===== src/rtl/iis_pkg.sv =====
`timescale 1ns / 1ps

package iis_pkg;

  // configuration registers are 13 bits wide
  localparam int unsigned RegBits = 13;
  localparam int unsigned CfgIdxBits = 1;

  // row counter covers up to 4096 rows
  localparam int unsigned HeightLimit = 4096;
  localparam int unsigned RowBits = 12;

  localparam logic [RegBits-1:0] WidthReset = 13'd640;
  localparam logic [RegBits-1:0] HeightReset = 13'd480;

  typedef enum logic [CfgIdxBits-1:0] {
    CfgFrameWidth  = 1'b0,
    CfgFrameHeight = 1'b1
  } cfg_idx_e;

  // position flags of the word being accepted
  typedef struct packed {
    logic first_row;
    logic row_done;
    logic frame_done;
  } pos_flags_t;

endpackage


===== src/rtl/iis_accum.sv =====
`timescale 1ns / 1ps

module iis_accum #(
  parameter int unsigned MAX_WIDTH  = 4096,
  parameter int unsigned PIXEL_BITS = 8,
  parameter int unsigned SUM_BITS   = 32
) (
  input  logic                         clk_i,
  input  logic                         rst_ni,
  input  logic                         in_valid_i,
  output logic                         in_stall_o,
  input  logic [PIXEL_BITS-1:0]        pixel_i,
  input  logic [$clog2(MAX_WIDTH)-1:0] col_i,
  input  iis_pkg::pos_flags_t          flags_i,
  output logic                         accept_o,
  input  logic [SUM_BITS-1:0]          rd_data_i,
  output logic                         wr_en_o,
  output logic [$clog2(MAX_WIDTH)-1:0] wr_addr_o,
  output logic [SUM_BITS-1:0]          wr_data_o,
  output logic                         out_valid_o,
  input  logic                         out_stall_i,
  output logic [SUM_BITS-1:0]          area_sum_o,
  output logic                         frame_end_o
);

  localparam int unsigned ColBits = $clog2(MAX_WIDTH);

  logic                      s1_valid_q, s1_valid_d;
  logic [PIXEL_BITS-1:0]     s1_pix_q;
  logic [ColBits-1:0]        s1_col_q;
  iis_pkg::pos_flags_t       s1_flags_q;
  logic                      s1_fwd_q;
  logic [SUM_BITS-1:0]       s1_fwd_sum_q;
  logic [SUM_BITS-1:0]       acc_q, acc_d;
  logic                      out_valid_q, out_valid_d;
  logic [SUM_BITS-1:0]       out_sum_q;
  logic                      out_end_q;
  logic                      s1_adv, accept;
  logic [SUM_BITS-1:0]       above, col_sum, acc_sum;

  assign s1_adv     = s1_valid_q && (!out_valid_q || !out_stall_i);
  assign in_stall_o = s1_valid_q && out_valid_q && out_stall_i;
  assign accept     = in_valid_i && !in_stall_o;

  // first row uses zero; same column written back as this pixel was read: take the fresh sum, not the ram
  always_comb begin
    priority if (s1_flags_q.first_row) begin
      above = '0;
    end else if (s1_fwd_q) begin
      above = s1_fwd_sum_q;
    end else begin
      above = rd_data_i;
    end
  end

  assign col_sum = above + SUM_BITS'(s1_pix_q);
  assign acc_sum = acc_q + col_sum;

  always_comb begin
    s1_valid_d  = s1_valid_q;
    acc_d       = acc_q;
    out_valid_d = out_valid_q;
    if (s1_adv) begin
      s1_valid_d  = 1'b0;
      acc_d       = s1_flags_q.row_done ? '0 : acc_sum;
      out_valid_d = 1'b1;
    end else if (out_valid_q && !out_stall_i) begin
      out_valid_d = 1'b0;
    end
    if (accept) begin
      s1_valid_d = 1'b1;
    end
  end

  always_ff @(posedge clk_i or negedge rst_ni) begin
    if (!rst_ni) begin
      s1_valid_q  <= 1'b0;
      acc_q       <= '0;
      out_valid_q <= 1'b0;
    end else begin
      s1_valid_q  <= s1_valid_d;
      acc_q       <= acc_d;
      out_valid_q <= out_valid_d;
    end
  end

  always_ff @(posedge clk_i) begin
    if (accept) begin
      s1_pix_q     <= pixel_i;
      s1_col_q     <= col_i;
      s1_flags_q   <= flags_i;
      s1_fwd_q     <= s1_adv && (s1_col_q == col_i);
      s1_fwd_sum_q <= col_sum;
    end
    if (s1_adv) begin
      out_sum_q <= acc_sum;
      out_end_q <= s1_flags_q.frame_done;
    end
  end

  assign accept_o    = accept;
  assign wr_en_o     = s1_adv;
  assign wr_addr_o   = s1_col_q;
  assign wr_data_o   = col_sum;
  assign out_valid_o = out_valid_q;
  assign area_sum_o  = out_sum_q;
  assign frame_end_o = out_end_q;

endmodule

===== config.mk =====
export PLATFORM = sky130hd
export DESIGN_NAME = iis_accum
export DESIGN_NICKNAME = d
export VERILOG_FILES = /design/src/rtl/iis_pkg.sv /design/src/rtl/iis_accum.sv
export SDC_FILE = /design/constraint.sdc
export NUM_CORES = 1
export LEC_CHECK = 0
export BUFFER_PORTS_ARGS = -buffer_cell sky130_fd_sc_hd__buf_2
export CAP_MARGIN = 20
export CELL_PAD_IN_SITES_DETAIL_PLACEMENT = 1
export CELL_PAD_IN_SITES_GLOBAL_PLACEMENT = 2
export CORE_MARGIN = 1
export CORE_UTILIZATION = 39
export CTS_CLUSTER_SIZE = 28
export DETAILED_ROUTE_END_ITERATION = 7
export GPL_TIMING_DRIVEN = 0
export PLACE_DENSITY = 0.9
export SYNTH_ARGS = -nofsm -noshare
export SYNTH_HDL_FRONTEND = slang
export SYNTH_SLANG_ARGS = --single-unit
export TNS_END_PERCENT = 30

===== constraint.sdc =====
create_clock -name clk_i -period 18.1 [get_ports clk_i]
set_input_delay 1.81 -clock clk_i [delete_from_list [all_inputs] [get_ports clk_i]]
set_output_delay 1.81 -clock clk_i [all_outputs]
set_load 0.05 [all_outputs]

==> out/qor.yml <==
yosys:
  synthMuxAreaShare: 0.0402
  synth-simple-area-share: 0.127
  syn_nets: 737
  synth_top_family_by_area: "compound AO/OA/AOI/OAI gates"
  async_flop_share: 0.276
  yosysWarnings: 0
  syn_area_per_cell_um2: 11.3
  synthAdderAreaFrac: 0.0731
  yosysSeqAreaShare: 0.488
  synth_top_cell_by_area: "edfxtp_1"
  yosys.cell_types.count: 71
  synth_edf_count: 89
  synth_common_cells: "89 x edfxtp_1, 46 x nor2_1, 46 x xnor2_1, 41 x nand2_1, 39 x ha_1"
  synth_area_leaders: "edfxtp_1 37%, dfrtp_1 12%, ha_1 6.8%, xnor2_1 5.6%, mux2i_1 4.0%"
  synth-seq-cells: 123
  yosys.area_share.xor_xnor: 0.0861
  synth_top_cell_area_share: 0.370
  synth_cells: 637
  syn_area_um2: 7220
  synthFlopType: "edfxtp_1"
  synth_compound_area_frac: 0.159
  yosysMostFrequentCell: "edfxtp_1"
global_route:
  grt_pass1_wl_um: 35400
  grt_overflow: 0
  antenna_found_initial: 0
  first_global_vias: 6445
  grt_max_degree: 40
  track_usage: 0.239
power:
  leakagePower_nw: 3.85
  p_per_area_nw_per_um2: 136
  ir_worst_vdd_uv: 61.4
drt:
  drtIter0Drc: 275
  routedWlPerCell_um: 21.0
  via_per_inst: 5.55
  routed_wl_um: 21800
  dr.pass1.iters: 6
  route.detailed.drc: 12
  ant_nets: 0
  via_count: 5765
timing:
  finalCritPeriodShare: 0.449
  hold_viol: 0
  worstMarginPinSlew_ns: 0.900
  setup_ws_ns: 9.98
  drv_slew: 0
  period_needed_ns: 8.12
  skew_ns: 0.00891
  slew_headroom: 0.399
  final.setup.tns_ns: 0
  max_freq_mhz: 123
  setup_viol: 0
  rsz0062_at_grt: "false"
outcome:
  violations: "DRC"
  outcome: "finished with violations"
clock_tree:
  cts_made_buffers: 17
  cts-hold-fix-buffers: 0
  clockRootBuffer: "clkbuf_16"
  cts-resized-gates: 0
  cts_sinks: 123
  cts_buffer_depth: 2
  htree_levels: 4
  cts.reportedPaths.clkPinSlew_ns: 0.06
  clock_latency_ns: 0.42
  tritoncts: "built"
  post_cts_buffers: 0
critical_path:
  crit_type: "register to primary output"
  crit_fanout: 10
  end_kind: "primary output"
  worst_ep_arrival_time_ns: 6.31
  required_ns: 16.29
  cp-start-kind: "register"
floorplan:
  dieArea_um2: 19100
  die_h_um: 138
  core.rowCount: 49
  die_w_um: 138
  initial_core_util: 0.399
  core_um2: 18100
  pin_count: 140
place:
  portBuffers: 139
  place_hpwl_um: 16400
  dp.cells: 1006
  placement.setup.worst_slack_ns: 10.51
  gp_congestion: 0.858
finish:
  nets: 896
  n_antenna_cell: 0
  final_cells: 1038
  area_growth_pct: 21.8
  layout-drive-gt1-share: 0.248
hold_path:
  hold_class: "register to register"
flow_run:
  drv_cap: 0
[layout make-up]
type / count / area, µm²
timing repair buffer: 140 / 716
buffer: 26 / 130
fill: 1993 / 9290
multi-input combinational: 470 / 3500
tap: 229 / 287
inverter: 18 / 67.6
sequential: 123 / 3520
clock buffer: 19 / 443
clock inverter: 13 / 126
[flip-flops by register name (all words and copies together) (netlist names)]
| signal | count |
|---|---|
| wr_addr_o | 12 |
| frame_end_o | 1 |
| out_valid_o | 1 |
| s1_fwd_q | 1 |
| s1_flags_q | 3 |
| s1_fwd_sum_q | 32 |
| s1_valid_q | 1 |
| acc_q | 32 |
| area_sum_o | 32 |
| s1_pix_q | 8 |
[worst paths after layout]
path	start	end	slack [ns]	depth (start not counted)
worst min register to register	s1_flags_q[0]	frame_end_o	0.42	0
worst min-delay path	s1_flags_q[0]	frame_end_o	0.42	0
max in group asynchronous	rst_ni	acc_q[11]	16.06	1
min in group asynchronous	rst_ni	acc_q[30]	1.49	1
worst max register to register	s1_flags_q[2]	area_sum_o[31]	10.37	23
worst max-delay path	s1_flags_q[2]	wr_data_o[28]	9.98	16
[report_power, final]
group / internal [mW] / switching [mW] / total [mW]
Clock: 0.204 / 0.128 / 0.332
Combinational: 0.143 / 0.319 / 0.461
Sequential: 0.379 / 0.0264 / 0.406
[kinds of logic after synthesis]
logic type / after synthesis
and+or+nand+nor: 171
AOI/OAI and AO/OA: 158
DFF: 123
xor gates and xnor gates: 71
buffers and inverters: 44
adders and majority gates: 41
muxes: 29
[placed cells by master, fill, tap and decap left out, types with 6 or more instances in the layout]
cell       instances
buf_2            141
edfxtp_1          89
nor2_1            46
xnor2_1           46
nand2_1           41
ha_1              39
a21oi_1           37
dfrtp_1           34
mux2i_1           29
xor2_1            25
o21ai_0           21
a22o_1            21
clkbuf_1          18
a21o_1            18
inv_1             17
clkbuf_16         17
nand3_1           15
nand4_1           15
and2_1             8
nor2b_1            6
nand3b_1           6
o21a_1             6
[stage by stage]
step,instance area [µm²],utilization,total power [mW],hold slack [ns]
2_1_floorplan,7220,-,0.750,0.400
3_3_place_gp,8210,0.454,0.854,0.403
3_5_place_dp,8230,0.455,0.868,0.410
4_1_cts,8800,0.486,1.21,0.424
5_1_grt,8800,0.486,1.26,0.442
6_report,8800,0.486,1.20,0.424
[routing by layer]
layer / track usage / wire [µm] / up-vias
li1: - / - / 2714
met1: 0.298 / 9590 / 2886
met2: 0.413 / 10900 / 129
met3: 0.0416 / 794 / 36
met4: 0.0928 / 494 / 0
met5: 0 / 0 / -
[critical path: stages, from the launching register on]
cell	delay, ns
edfxtp_1	0.32
clkbuf_1	0.34
clkbuf_1	0.49
buf_1	0.46
clkbuf_1	0.44
buf_1	0.59
nor2_1	0.14
ha_1	0.38
a21o_1	0.14
a21oi_1	0.11
o21ai_0	0.37
nand4_1	0.35
nor4_2	0.70
nand3_1	0.18
xnor2_1	0.16
nor2_1	0.37
buf_2	0.36
No activity file was read; power rests on OpenSTA's default activity.
