<file path="src/rtl/iis_pkg.sv">
`timescale 1ns / 1ps

package iis_pkg;

  // configuration registers are 13 bits wide
  localparam int unsigned RegBits = 13;
  localparam int unsigned CfgIdxBits = 1;

  // row counter covers up to 4096 rows
  localparam int unsigned HeightLimit = 4096;
  localparam int unsigned RowBits = 12;

  localparam logic [RegBits-1:0] WidthReset = 13'd640;
  localparam logic [RegBits-1:0] HeightReset = 13'd480;

  typedef enum logic [CfgIdxBits-1:0] {
    CfgFrameWidth  = 1'b0,
    CfgFrameHeight = 1'b1
  } cfg_idx_e;

  // position flags of the word being accepted
  typedef struct packed {
    logic first_row;
    logic row_done;
    logic frame_done;
  } pos_flags_t;

endpackage

</file>
<file path="src/rtl/iis_sched.sv">
`timescale 1ns / 1ps

module iis_sched #(
  parameter int unsigned MAX_WIDTH = 4096
) (
  input  logic                                 clk_i,
  input  logic                                 rst_ni,
  input  logic                                 cfg_valid_i,
  input  logic [iis_pkg::CfgIdxBits-1:0]       cfg_index_i,
  input  logic [iis_pkg::RegBits-1:0]          cfg_data_i,
  input  logic                                 advance_i,
  output logic [$clog2(MAX_WIDTH)-1:0]         col_o,
  output iis_pkg::pos_flags_t                  flags_o
);

  localparam int unsigned ColBits = $clog2(MAX_WIDTH);
  localparam int unsigned WBits = $clog2(MAX_WIDTH + 1);
  localparam int unsigned CmpBits = (iis_pkg::RegBits > WBits) ? iis_pkg::RegBits : WBits;
  localparam logic [CmpBits-1:0] WidthTop = CmpBits'(MAX_WIDTH);
  localparam logic [iis_pkg::RegBits-1:0] HeightTop = iis_pkg::RegBits'(iis_pkg::HeightLimit);

  logic [iis_pkg::RegBits-1:0] frame_width_q, frame_height_q;
  logic [ColBits-1:0]          col_q, col_d;
  logic [iis_pkg::RowBits-1:0] row_q, row_d;
  logic [CmpBits-1:0]          width_ext, last_col;
  logic [iis_pkg::RegBits-1:0] last_row;
  logic                        row_done, frame_done;

  always_ff @(posedge clk_i or negedge rst_ni) begin
    if (!rst_ni) begin
      frame_width_q  <= iis_pkg::WidthReset;
      frame_height_q <= iis_pkg::HeightReset;
    end else if (cfg_valid_i) begin
      unique case (iis_pkg::cfg_idx_e'(cfg_index_i))
        iis_pkg::CfgFrameWidth:  frame_width_q  <= cfg_data_i;
        iis_pkg::CfgFrameHeight: frame_height_q <= cfg_data_i;
        default: ;
      endcase
    end
  end

  // clamp width to 1..MAX_WIDTH and height to 1..4096
  assign width_ext = CmpBits'(frame_width_q);

  always_comb begin
    priority if (width_ext == '0) begin
      last_col = '0;
    end else if (width_ext > WidthTop) begin
      last_col = WidthTop - CmpBits'(1);
    end else begin
      last_col = width_ext - CmpBits'(1);
    end
  end

  always_comb begin
    priority if (frame_height_q == '0) begin
      last_row = '0;
    end else if (frame_height_q > HeightTop) begin
      last_row = HeightTop - iis_pkg::RegBits'(1);
    end else begin
      last_row = frame_height_q - iis_pkg::RegBits'(1);
    end
  end

  assign row_done   = CmpBits'(col_q) >= last_col;
  assign frame_done = row_done && (iis_pkg::RegBits'(row_q) >= last_row);

  always_comb begin
    col_d = col_q;
    row_d = row_q;
    if (advance_i) begin
      if (row_done) begin
        col_d = '0;
        row_d = frame_done ? '0 : row_q + iis_pkg::RowBits'(1);
      end else begin
        col_d = col_q + ColBits'(1);
      end
    end
  end

  always_ff @(posedge clk_i or negedge rst_ni) begin
    if (!rst_ni) begin
      col_q <= '0;
      row_q <= '0;
    end else begin
      col_q <= col_d;
      row_q <= row_d;
    end
  end

  assign col_o              = col_q;
  assign flags_o.first_row  = (row_q == '0);
  assign flags_o.row_done   = row_done;
  assign flags_o.frame_done = frame_done;

endmodule

</file>
<file path="config.mk">
export PLATFORM = sky130hd
export DESIGN_NAME = iis_sched
export DESIGN_NICKNAME = d
export VERILOG_FILES = /design/src/rtl/iis_pkg.sv /design/src/rtl/iis_sched.sv
export SDC_FILE = /design/constraint.sdc
export NUM_CORES = 1
export LEC_CHECK = 0
export BUFFER_PORTS_ARGS = -buffer_cell sky130_fd_sc_hd__buf_2
export CAP_MARGIN = 20
export CELL_PAD_IN_SITES_DETAIL_PLACEMENT = 0
export CELL_PAD_IN_SITES_GLOBAL_PLACEMENT = 1
export CORE_ASPECT_RATIO = 1.4
export CORE_UTILIZATION = 50
export DETAILED_ROUTE_END_ITERATION = 12
export PLACE_DENSITY = 0.9
export SYNTH_ARGS = -nofsm -noshare
export SYNTH_HDL_FRONTEND = slang
export SYNTH_SLANG_ARGS = --single-unit
</file>
<file path="constraint.sdc">
create_clock -name clk_i -period 5.3 [get_ports clk_i]
set_clock_uncertainty 0.2 [all_clocks]
set_input_delay 0.265 -clock clk_i [delete_from_list [all_inputs] [get_ports clk_i]]
set_output_delay 0.265 -clock clk_i [all_outputs]
set_load 0.01 [all_outputs]
</file>
==> results of run 1 <==
## power groups by stage
stage,Combinational [W],Sequential (W),Clock [W]
3_5_place_dp,0.000258,0.000510,0
5_1_grt,0.000301,0.000512,0.000265
6_report,0.000260,0.000503,0.000247
4_1_cts,0.000263,0.000503,0.000253
2_1_floorplan,0.000178,0.000504,0
3_3_place_gp,0.000247,0.000509,0
## flip-flops by register name, indices dropped and copies added, names as in the netlist
register / flops
col_o: 12
frame_height_q: 13
row_q: 12
frame_width_q: 13
## Yosys cell counts, types with 2 or more instances
master    instances  area (µm²)
nand3b_1          3        22.5
o31ai_1           2        15.0
o22ai_1           2        12.5
buf_4             2        15.0
or2_2             3        18.8
and2_1            2        12.5
mux2_2           25         282
nor2_1           30         113
dfrtp_1          44        1100
nand2b_1          5        31.3
xnor2_1           9        78.8
clkbuf_1          7        26.3
a21boi_0          3        22.5
nor3_1            9        45.0
xor2_1           10        87.6
buf_1             2        7.51
nor4b_1           2        17.5
ha_1             29         363
dfstp_2           6         158
and3_1            3        18.8
nand3_1          16        80.1
inv_1            18        67.6
a21o_1           14         105
o21a_1            3        22.5
or2_1             2        12.5
nand2_1          22        82.6
a22o_1           11        96.3
or3_1             2        12.5
a21oi_1          15        75.1
a31oi_1           3        18.8
o21ai_0          18        90.1
a211oi_1          3        22.5
or3_4             2        22.5
o211ai_1          2        15.0
nor4_1            3        18.8
## kinds of logic (layout without fill, tap and decap cells)
logic type,after synthesis,in the layout,share of synthesized area
muxes,26,26,0.0876
and+or+nand+nor,111,111,0.174
xor gates and xnor gates,19,19,0.0500
DFF,50,50,0.378
buffers and inverters,30,68,0.0365
adders and majority gates,29,29,0.109
AOI/OAI and AO/OA,82,82,0.165
## layout by cell type, fill, tap and decap left out, types with 2 or more instances in the layout
cell type,count
dfrtp_1,44
buf_2,32
nor2_1,30
ha_1,29
mux2_2,25
nand2_1,22
inv_1,18
o21ai_0,18
nand3_1,16
a21oi_1,15
a21o_1,14
a22o_1,11
xor2_1,10
nor3_1,9
xnor2_1,9
clkbuf_8,6
dfstp_2,6
dlygate4sd3_1,6
nand2b_1,5
buf_4,4
nor4_1,3
or2_2,3
a21boi_0,3
a31oi_1,3
o21a_1,3
nand3b_1,3
a211oi_1,3
and3_1,3
and2_1,2
o31ai_1,2
or3_4,2
o211ai_1,2
nor4b_1,2
o22ai_1,2
or3_1,2
or2_1,2
## routing by layer
| layer | vias to the layer above | wire length (µm) | GRT usage |
|---|---|---|---|
| li1 | 1312 | - | - |
| met1 | 1299 | 2810 | 0.233 |
| met2 | 38 | 3930 | 0.434 |
| met3 | 11 | 161 | 0.0317 |
| met4 | 0 | 117 | 0.0631 |
| met5 | - | 0 | 0 |
## final timing paths
check / to / slack, ps / cells past startpoint
min reg2reg: frame_height_q[0] / 340 / 1
max reg2reg: row_q[0] / 1170 / 14
max: flags_o[1] / 1100 / 12
max in group asynchronous: frame_width_q[8] / 4090 / 3
min in group asynchronous: row_q[3] / 370 / 3
min: frame_height_q[2] / 2 / 2
## area by class of cell
cell class	count	area [µm²]	share of cell area
Sequential cell	50	1260	0.339
Clock inverter	2	16.3	0.00438
Multi-Input combinational cell	267	1950	0.525
Timing Repair Buffer	42	250	0.0674
Tap cell	72	90.1	0.0243
Clock buffer	6	82.6	0.0222
Inverter	18	67.6	0.0182
## timing repair
| item | CTS | global route |
|---|---|---|
| endpoints found under the hold margin | 51 | 0 |
| gates resized for setup | 0 | 0 |
| hold buffers | 6 | 0 |
| setup buffers | 0 | 0 |
| setup endpoints to repair | 0 | 0 |
## stage by stage
step	setup slack [ps]	instances
floorplan	1760	347
global placement	1190	443
detailed placement	1160	443
CTS	1090	457
global route	751	457
finish	1100	457
==> summary.txt, run 1 <==
Outcome - completed
Vias - 2660
Vias in the first global route - 2701
Clock Pin Slew Worst Setup and Hold Paths - 100 ps
Share of layout cells above drive strength 1 - 0.218
Number of flops mapped to enable cells by yosys - 0
H-tree Lvls - 2
Slowest cell on crit path - o21ai_0
Drt wl/cell - 15.4 µm
GR Overflow Total - 0
GRT Util Overall - 0.218
Worst slew pin tran - 702 ps
Worst EP required - 4840 ps
Post-route DRC - 0
Root Driver - clkbuf_8
Setup tns final - 0 ps
Yosys cell types - 50
Ports - 33
Largest net degree at the start of global routing - 51
Hold Crit Start - cfg_data_i[2]
Sequential Power Share - 0.498
DRT Pass-1 Iters - 6
Clock Path Buffers - 2
Design area - 0.00371 mm²
Core area - 0.00634 mm²
Ys async rst share - 1.00
Gpl congestion - 0.822
Maximum vdd ir drop - 0.000219 V
Max Cap Viol - 0
HP Class - input port to register
Via density - 5.82
Worst-path maximum fanout - 6
Area growth, synth to finish - 11.6%
RSZ-0062 raised after global routing - false
Power density cells - 272 mW/mm²
Final period utilization - 0.792
Sink Count - 50
DP HPWL - 5.35 mm
Power share of the combinational group - 0.257
Delay-heaviest family, CP - compound AO/OA/AOI/OAI gates
Die H - 98.6 µm
Cells after Synth - 347
Slowest stage delay, CP - 610 ps
Leakage - 1.74 nW
IO Port Bufs - 32
Most used cell, CP - nor3_1
Final setup viols - 0
CTS Buf Count - 5
Routed Antenna Nets - 0
R2r startpoint - frame_height_q[0]
Post-layout util - 0.586
Hold_ws - 2.32 ps
Switching pwr - 0.000337 W
Die width - 71.0 µm
Row cnt - 34
Crit. End Element - primary output
Sequential fraction of the synthesis area - 0.378
Die area - 0.00699 mm²
Warning count from the yosys run - 0
First-pass GRT wire length - 12.1 mm
Fmax - 0.238 GHz
Slew Limit Headroom - 0.527
CP startpoint - frame_width_q[1]
Starting Density - 0.525
Nets - 431
Synth Flop Type - dfrtp_1
Final Hold Vio Count - 0
Antenna Cells - 0
Drt initial violations - 54
CTS tree - yes
Post-DP Area - 0.00356 mm²
Clock latency on the worst-skew pair - 310 ps
Fill count - 564
Total power - 0.00101 W
Initial antenna violation count - 0
Startpoint types - register
Max-slew violations - 0
WP data arrival - 3730 ps
#FFs+latches synth - 50
WL final - 7.02 mm
Post-route minimum period - 4200 ps
Critical path type - register to primary output
Sw frac - 0.333
Post-Syn Nets - 394
Cells along the critical path - nor3_1 -> nor3b_1 -> nand2_1 -> nor3_1 -> xor2_1 -> a21oi_1 -> ha_1 -> a211oi_1 -> o2111ai_1 -> o21ai_0 -> inv_1 -> buf_2
Mapped Avg Cell Area - 9.59 µm²
CP bufs+invs - 2
Mapped cell area - 0.00333 mm²
Int Pwr - 0.000673 W
Clock share of power - 0.244
Power figures use the tool's default switching activity.
==> inputs of run 2 (changes only) <==
CORE_UTILIZATION = 42   (was 50)
PLACE_DENSITY = 0.81   (was 0.9)
clock period = 3.6 ns   (was 5.3 ns; I/O delays follow)
==> run 2 against run 1 <==
Effect of this change:
- the run now ends with setup timing left
- routed wire length rose by 13%
- register-to-register slack worse by 1100 ps
- global-route usage is 2.1 points lower
- critical path type unchanged
- largest cell class unchanged
==> summary.txt, run 2 (same netlist as run 1, synthesis figures left out) <==
Post-layout util - 0.537
Root Driver - clkbuf_8
Critical path type - register to primary output
Final period utilization - 1.01
Clock Pin Slew Worst Setup and Hold Paths - 100 ps
GRT Util Overall - 0.197
Final setup viols - 1
Hold_ws - 174 ps
Drt initial violations - 113
Switching pwr - 0.000522 W
Cells along the critical path - buf_4 -> nor2_4 -> nand3_4 -> or4_4 -> buf_4 -> o311a_1 -> ha_1 -> a21o_1 -> a21oi_1 -> o21ai_1 -> a21oi_1 -> buf_4 -> nor2_1 -> buf_2
Post-place setup slack - -8.65 ps
Most used cell, CP - buf_4
Sink Count - 50
Slowest cell on crit path - or4_4
H-tree Lvls - 2
Met3 routed WL - 185 µm
DRT Pass-1 Iters - 4
Final WS setup - -33.7 ps
Most common cell after layout, fill and taps aside - dfrtp_1
Power density cells - 388 mW/mm²
Post-route DRC - 0
Slowest stage delay, CP - 500 ps
Worst slew pin tran - 694 ps
Maximum vdd ir drop - 0.000271 V
Row cnt - 38
Ports - 33
Share of layout cells above drive strength 1 - 0.300
RSZ-0062 raised after global routing - true
IO Port Bufs - 32
Vias in the first global route - 2855
Initial antenna violation count - 0
Drt wl/cell - 15.3 µm
Die area - 0.00829 mm²
First-pass GRT wire length - 12.9 mm
Fmax - 0.275 GHz
CP bufs+invs - 4
Leakage - 1.91 nW
Die H - 107 µm
DP HPWL - 5.71 mm
Via density - 5.46
Clock share of power - 0.249
Setup tns final - -33.7 ps
Post-route minimum period - 3630 ps
WP data arrival - 3250 ps
Delay-heaviest family, CP - compound AO/OA/AOI/OAI gates
Sequential Power Share - 0.464
Failing checks - setup timing
Max-slew violations - 0
Sw frac - 0.325
CTS tree - yes
Routed Antenna Nets - 0
GR Overflow Total - 0
Worst EP required - 3220 ps
WL final - 7.92 mm
Most frequent cells in the layout - dfrtp_1, buf_2, nor2_1
CTS Buf Count - 5
Clock Path Buffers - 2
Area growth, synth to finish - 24.2%
Outcome - complete, but fails checks
HP Class - input port to register
Met2 WL - 4.52 mm
Power share of the combinational group - 0.287
Gpl congestion - 0.788
Die width - 77.3 µm
Slew Limit Headroom - 0.538
Core area - 0.00770 mm²
Vias - 2824
Largest net degree at the start of global routing - 32
Crit. End Element - primary output
Design area - 0.00413 mm²
Final Hold Vio Count - 0
Met1 wire length - 3.02 mm
Starting Density - 0.432
Int Pwr - 0.00108 W
Antenna Cells - 0
Worst-path maximum fanout - 4
Largest regs - frame_height_q (13), frame_width_q (13)
Clock latency on the worst-skew pair - 300 ps
Startpoint types - register
Nets - 463
Post-DP Area - 0.00367 mm²
Max Cap Viol - 0
Top layer in use - met4
run 2: changes by cell type in the layout (fill, tap and decap cells not counted), moves of 3 or more:
cell,change
o21ai_0,-5
dlygate4sd3_1,+9
a211oi_2,+3
nor3_2,+4
nor3_1,-4
o21ai_1,+5
buf_4,+20
a211oi_1,-3
run 2: worst paths after layout:
kind | start | to | slack [ps] | cells after the start
setup / recovery | frame_height_q[2] | flags_o[0] | -30 | 14
hold reg to reg | frame_height_q[10] | frame_height_q[10] | 350 | 1
hold / removal | cfg_index_i | frame_width_q[5] | 170 | 5
min in group asynchronous | rst_ni | row_q[4] | 250 | 2
setup reg to reg | frame_height_q[2] | row_q[10] | 50 | 15
max in group asynchronous | rst_ni | frame_height_q[8] | 2160 | 3
run 2: worst register-to-register path: stages (launching register included):
cell	delay, ps
dfrtp_1	400
or3_4	410
or4_4	450
buf_4	160
nor2_1	100
xor2_1	140
o21ai_0	100
ha_1	290
nand2_1	70
o21a_1	170
o21ai_1	160
a21oi_1	70
buf_4	150
buf_4	170
a21o_1	160
a22o_1	240
run 2: per-layer routing:
layer,track usage,vias up
met2,0.398,54
li1,-,1389
met3,0.0263,20
met1,0.196,1361
met4,0.0863,0
met5,0,-
run 2: repair_timing:
item	4_1_cts	5_1_grt
buffers inserted	6	5
resized for setup	7	26
setup endpoints to repair	14	14
pin swaps	5	13
hold buffers	15	0
gates cloned	2	0
hold endpoints to repair	58	0
run 2: cell type report:
class,instances,area [µm²]
Tap cell,100,125
Sequential cell,50,1260
Multi-Input combinational cell,269,2080
Clock inverter,2,37.5
Fill cell,731,3570
Inverter,18,67.6
Timing Repair Buffer,72,495
Clock buffer,6,72.6
run 2: metrics by stage:
step                total power (W)  std cells
floorplan                   0.00100        347
global placement            0.00113        481
detailed placement          0.00114        481
CTS                         0.00158        512
global route                0.00170        517
finish                      0.00161        517
run 2: power by group through the flow:
stage,registers (W),clock network [W],logic [W]
final,0.000745,0.000400,0.000460
after global routing,0.000759,0.000426,0.000514
after CTS,0.000740,0.000409,0.000427
after detailed placement,0.000750,0,0.000394
after global placement,0.000747,0,0.000383
after floorplan,0.000742,0,0.000262
